$ cat config.mk
export PLATFORM = sky130hd
export DESIGN_NAME = slcb_lane
export DESIGN_NICKNAME = d
export VERILOG_FILES = /design/src/hdl/slcb_pkg.sv /design/src/hdl/slcb_lane.sv
export SDC_FILE = /design/constraint.sdc
export NUM_CORES = 2
export LEC_CHECK = 0
export ABC_AREA = 1
export BUFFER_PORTS_ARGS = -buffer_cell sky130_fd_sc_hd__buf_2
export CORE_MARGIN = 5
export CORE_UTILIZATION = 32
export DETAILED_ROUTE_END_ITERATION = 8
export PLACE_DENSITY = 0.5
export REMOVE_ABC_BUFFERS = 1
export SKIP_LAST_GASP = 1
export SYNTH_ARGS = -nofsm -noshare
export SYNTH_HDL_FRONTEND = slang
export SYNTH_SLANG_ARGS = --single-unit
$ cat constraint.sdc
create_clock -name clock -period 25.2 [get_ports clock]
set_clock_uncertainty 0.15 [all_clocks]
set_input_delay 5.04 -clock clock [delete_from_list [all_inputs] [get_ports clock]]
set_output_delay 5.04 -clock clock [all_outputs]
set_load 0.005 [all_outputs]
$ cat src/hdl/slcb_pkg.sv
`default_nettype none
// ----------------------------------------------------------------------------
// slcb_pkg
// Shared constants, lane control/status types and the draw test for the
// slime chunk batch checker.
// ----------------------------------------------------------------------------
package slcb_pkg;

   // Widths fixed by the transaction fields
   localparam int unsigned COORD_W = 32;
   localparam int unsigned SEED_W  = 64;
   localparam int unsigned LCG_W   = 48;
   localparam int unsigned HALF_W  = 24;
   localparam int unsigned DRAW_W  = 31;
   localparam int unsigned OUT_W   = 8;
   localparam int unsigned ADDR_W  = 4;

   // Chunk seed coefficients
   localparam logic [31:0] XQ_K   = 32'd4987142;
   localparam logic [31:0] XLIN_K = 32'd5947611;
   localparam logic [23:0] ZQ_K   = 24'd4392871;
   localparam logic [31:0] ZLIN_K = 32'd389711;
   localparam logic [47:0] CS_XOR = 48'd987234911;

   // 48-bit LCG
   localparam logic [34:0] LCG_MUL = 35'h5DEECE66D;
   localparam logic [47:0] LCG_ADD = 48'hB;

   // Draws at or above this value are rejected by the bias check
   localparam logic [30:0] REJ_LIMIT = 31'h7FFF_FFF8;

   // Register address bit that selects the seed register
   localparam logic REG_WORLD_SEED = 1'b0;

   // Sequencer states
   typedef enum logic [5:0] {
      ST_IDLE = 6'b000001,
      ST_MUL1 = 6'b000010,
      ST_MUL2 = 6'b000100,
      ST_SUM  = 6'b001000,
      ST_INIT = 6'b010000,
      ST_RUN  = 6'b100000
   } state_type;

   // Step strobes from the sequencer to every lane
   typedef struct packed {
      logic mul1;
      logic mul2;
      logic sum;
      logic init;
   } lane_ctl_type;

   // Lane result back to the merge stage
   typedef struct packed {
      logic done;
      logic flag;
   } lane_sts_type;

   // True when a 31-bit draw is a multiple of ten: even, and a multiple of
   // five (16 = 1 mod 5, so the nibble sum keeps the residue).
   function automatic logic draw_is_tenth(input logic [30:0] bits);
      logic [6:0] nsum;
      logic [4:0] fold;
      logic [4:0] r;
      nsum = 7'({4'b0, bits[3:0]}) + 7'({4'b0, bits[7:4]})
           + 7'({4'b0, bits[11:8]}) + 7'({4'b0, bits[15:12]})
           + 7'({4'b0, bits[19:16]}) + 7'({4'b0, bits[23:20]})
           + 7'({4'b0, bits[27:24]}) + 7'({5'b0, bits[30:28]});
      fold = 5'({2'b0, nsum[6:4]}) + 5'({1'b0, nsum[3:0]});
      r = fold;
      if (r >= 5'd20) begin
         r = r - 5'd20;
      end
      if (r >= 5'd10) begin
         r = r - 5'd10;
      end
      if (r >= 5'd5) begin
         r = r - 5'd5;
      end
      return (bits[0] == 1'b0) && (r == 5'd0);
   endfunction

endpackage
`default_nettype wire

$ cat src/hdl/slcb_lane.sv
`default_nettype none
// ----------------------------------------------------------------------------
// slcb_lane
// One chunk: builds the x part of the chunk seed, scrambles it into the LCG
// state and steps the LCG (products, then add) until a draw passes the bias
// check. Reports done and whether the draw is a multiple of ten.
// ----------------------------------------------------------------------------
module slcb_lane
   import slcb_pkg::*;
(
   input  wire logic               clock,
   input  wire logic               reset,
   input  wire lane_ctl_type       ctl,
   input  wire logic [COORD_W-1:0] x_chunk,
   input  wire logic [LCG_W-1:0]   row_sum,
   output lane_sts_type            sts
);

   logic [31:0]       xx_ff,   xx_in;
   logic [31:0]       xlin_ff, xlin_in;
   logic [31:0]       xq_ff,   xq_in;
   logic [LCG_W-1:0]  xsum_ff, xsum_in;
   logic [LCG_W-1:0]  s_ff,    s_in;
   logic [LCG_W-1:0]  plo_ff,  plo_in;
   logic [HALF_W-1:0] phi_ff,  phi_in;
   logic              run_ff,   run_in;
   logic              add_ff,   add_in;
   logic              fresh_ff, fresh_in;
   logic              done_ff,  done_in;
   logic              flag_ff,  flag_in;

   logic [58:0]       plo_full;
   logic [47:0]       phi_full;
   logic [DRAW_W-1:0] bits;
   logic              reject;

   // seed terms that depend on x
   assign xx_in   = x_chunk * x_chunk;
   assign xlin_in = x_chunk * XLIN_K;
   assign xq_in   = xx_ff * XQ_K;
   assign xsum_in = {{(LCG_W-32){xq_ff[31]}}, xq_ff}
                  + {{(LCG_W-32){xlin_ff[31]}}, xlin_ff};

   // LCG partial products, low half full width, high half mod 2^24
   assign plo_full = {35'b0, s_ff[HALF_W-1:0]} * {24'b0, LCG_MUL};
   assign phi_full = {24'b0, s_ff[LCG_W-1:HALF_W]} * {24'b0, LCG_MUL[HALF_W-1:0]};
   assign plo_in   = plo_full[LCG_W-1:0];
   assign phi_in   = phi_full[HALF_W-1:0];

   // draw check on the current state
   assign bits   = s_ff[LCG_W-1:17];
   assign reject = (bits >= REJ_LIMIT);

   // step control
   always_comb begin
      s_in     = s_ff;
      run_in   = run_ff;
      add_in   = add_ff;
      fresh_in = fresh_ff;
      done_in  = done_ff;
      flag_in  = flag_ff;
      if (ctl.init) begin
         s_in     = (row_sum + xsum_ff) ^ CS_XOR ^ {13'b0, LCG_MUL};
         run_in   = 1'b1;
         add_in   = 1'b0;
         fresh_in = 1'b0;
         done_in  = 1'b0;
      end else if (run_ff && add_ff) begin
         s_in     = plo_ff + {phi_ff, {HALF_W{1'b0}}} + LCG_ADD;
         add_in   = 1'b0;
         fresh_in = 1'b1;
      end else if (run_ff) begin
         if (fresh_ff && !reject) begin
            run_in  = 1'b0;
            done_in = 1'b1;
            flag_in = draw_is_tenth(bits);
         end else begin
            add_in = 1'b1;
         end
      end
   end

   always_ff @(posedge clock) begin
      if (ctl.mul1) begin
         xx_ff   <= xx_in;
         xlin_ff <= xlin_in;
      end
      if (ctl.mul2) begin
         xq_ff <= xq_in;
      end
      if (ctl.sum) begin
         xsum_ff <= xsum_in;
      end
      if (run_ff && !add_ff) begin
         plo_ff <= plo_in;
         phi_ff <= phi_in;
      end
      s_ff    <= s_in;
      flag_ff <= flag_in;
   end

   always_ff @(posedge clock) begin
      if (reset) begin
         run_ff   <= 1'b0;
         add_ff   <= 1'b0;
         fresh_ff <= 1'b0;
         done_ff  <= 1'b0;
      end else begin
         run_ff   <= run_in;
         add_ff   <= add_in;
         fresh_ff <= fresh_in;
         done_ff  <= done_in;
      end
   end

   assign sts.done = done_ff;
   assign sts.flag = flag_ff;

endmodule
`default_nettype wire

==> impl_metrics.toml <==
[floorplanning]
core-area_um2 = 188000
die-area_um2 = 197900
io_pins = 88
start_util_pct = 32.19
die_h_um = 444.9
die_w_um = 444.9
rows = 159

[global_route]
grt_pass1_vias = 47450
antenna_found_initial = 4
grt_use_total_pct = 18.19
grt_max_degree = 74
grt_pass1_wl_mm = 278.3
gr-total-overflow = 0

[run_status]
outcome = "finished clean"

[synthesis]
synth.avg_cell_area_um2 = 8.935
syn_area_um2 = 60510
synth_mux_area_share_pct = 0.01654
yosysWarnings = 0
ys_seq_elements = 249
synth-xor-area-share_pct = 4.299
yosys.area_share.simple_pct = 10.51
seq_area_frac_synth_pct = 12.29
synthDistinctLibCells = 65
ys.flop_type = "edfxtp_1"
synth_top_family_by_area = "adder cells"
async_reset_ff_share_pct = 0
synth_compound_area_share_pct = 6.848
synth_cells = 6772
synthAdderAreaFrac_pct = 53.23
synth_edf_count = 245

[timing]
relSlewSlack_pct = 34.09
worst_pin_slew_ns = 0.9887
drv_slew = 0
hold_viol = 0
timing.final.crit_share_pct = 46.94
fin_ws_ns = 13.37
min_period_ns = 11.83
finalSetupViolations = 0
rsz0062_at_grt = "false"
fmaxAchievable_mhz = 84.54
tns_ns = 0

[clocking]
cts.htree.levels = 1
root_buffer = "clkbuf_16"
cts_max_path_buffers = 3
postCtsSetupBuffers = 0
clock-sinks = 249
cts.hold.buffers_added = 0
cts_tree = "done"
clkTransAtPathRegs_ns = 0.06
ctsResizeCount = 0
cts_buffers = 28
clock_latency_ns = 0.61

[routing]
wire_per_inst_um = 18.95
post-route-drc-count = 0
viasPerCell = 4.607
via_count = 43150
drt-initial-drc-count = 2287
drt_wl_total_mm = 177.4
firstDrtPassIters = 5
ant_nets = 0

[worst_hold_path]
min_path_type = "reg -> reg"
worstHoldPathCells = 2

[place]
place_congestion = 0.9231
post-place-ws_ns = 12.77
dpl.hpwl_mm = 158.8
portBuffers = 87

[setup_path]
critical_path_required_ns = 25.37
crit_fanout = 31
cp_slowest_stage_delay_ns = 0.73
critPathLaunchType = "primary input"
cpMostUsedCell = "inv_1"
critPathArrivalTime_ns = 12.00
reg2reg_depth = 19
endpoint_kind = "flop"
cp_slowest_cell = "buf_2"
setup.worst_path.class = "in -> reg"

[final_layout]
fin_nets = 8855
final_cell_mix = "1988 x inv_1, 1089 x fa_1, 943 x nand2_1"
area_growth_pct = 7.247
drive_above_1_share_pct = 3.406
mostFrequentLayoutCell = "inv_1"
diodes = 0

[job]
max_cap_violations = 0
[worst paths after layout]
| kind | from | end | slack (ns) |
|---|---|---|---|
| worst max-delay path | x_chunk[3] | xx_ff[29]$_DFFE_PP_ | 13.37 |
| worst min-delay path | done_ff$_SDFFE_PP0P_ | done_ff$_SDFFE_PP0P_ | 0.32 |
| worst max register to register | s_ff[18]$_DFFE_PN_ | plo_ff[46]$_DFFE_PP_ | 17.93 |
| worst min register to register | done_ff$_SDFFE_PP0P_ | done_ff$_SDFFE_PP0P_ | 0.32 |
[critical path: cells and delay by family]
kind                     cells  cell delay (ns)
adder cells (fa/ha/maj)      9             4.42
buffers and inverters       10             1.22
AND/OR/NAND/NOR             12             1.29
[synth_stat cells, types with 13 or more instances]
cell type / n / area, um^2
a21o_1: 38 / 285.3
a21oi_1: 320 / 1602
a21oi_2: 13 / 113.9
a31oi_1: 33 / 206.5
clkbuf_1: 37 / 138.9
edfxtp_1: 245 / 7357
fa_1: 1089 / 21800
ha_1: 832 / 10410
inv_1: 1988 / 7462
nand2_1: 944 / 3543
nand2_2: 17 / 106.4
nand3_1: 137 / 685.7
nand4_1: 31 / 193.9
nor2_1: 303 / 1137
nor3_1: 40 / 200.2
o21a_1: 14 / 105.1
o21ai_0: 195 / 975.9
o21ai_1: 17 / 85.08
o21bai_1: 27 / 202.7
xnor2_1: 120 / 1051
xor2_1: 177 / 1550
[cell type report]
type | count | area, um^2
Tap cell | 2495 | 3122
Sequential cell | 249 | 7437
Inverter | 1997 | 7496
Clock buffer | 30 | 708.2
Fill cell | 19600 | 123100
Clock inverter | 22 | 269.0
Multi-Input combinational cell | 4476 | 45360
Timing Repair Buffer | 96 | 503.0
[per-layer routing]
metal,part of all wire (%),GRT usage (%)
met1,43,23.65
met2,51,33.12
met3,3.0,1.282
met4,2.8,4.067
met5,0,0
[sequential cells by signal, summed over array words and instances (netlist names), 24 cells and up]
name	flops
xlin_ff	31
plo_ff	48
xq_ff	30
xsum_ff	33
xx_ff	30
s_ff	48
phi_ff	24
[stage by stage]
| stage | hold WS (ns) | instance area (um^2) | util (%) | std cells |
|---|---|---|---|---|
| 2_1_floorplan | 0.2922 | 60280 | - | 6722 |
| 3_3_place_gp | 0.3112 | 63920 | 34.00 | 9313 |
| 3_5_place_dp | 0.3100 | 63920 | 34.00 | 9313 |
| 4_1_cts | 0.3199 | 64900 | 34.52 | 9365 |
| 5_1_grt | 0.3410 | 64900 | 34.52 | 9365 |
| 6_report | 0.3157 | 64900 | 34.52 | 9365 |
[logic make-up after synthesis]
| family | after synthesis |
|---|---|
| mux | 1 |
| buf+inv | 2052 |
| simple gates | 1529 |
| xor+xnor | 297 |
| flops | 249 |
| compound gates | 721 |
| other cells | 2 |
| fa+ha+maj | 1921 |
Power is not shown: default switching activity piles up to over one toggle a cycle in this logic, so the estimate is an artifact.
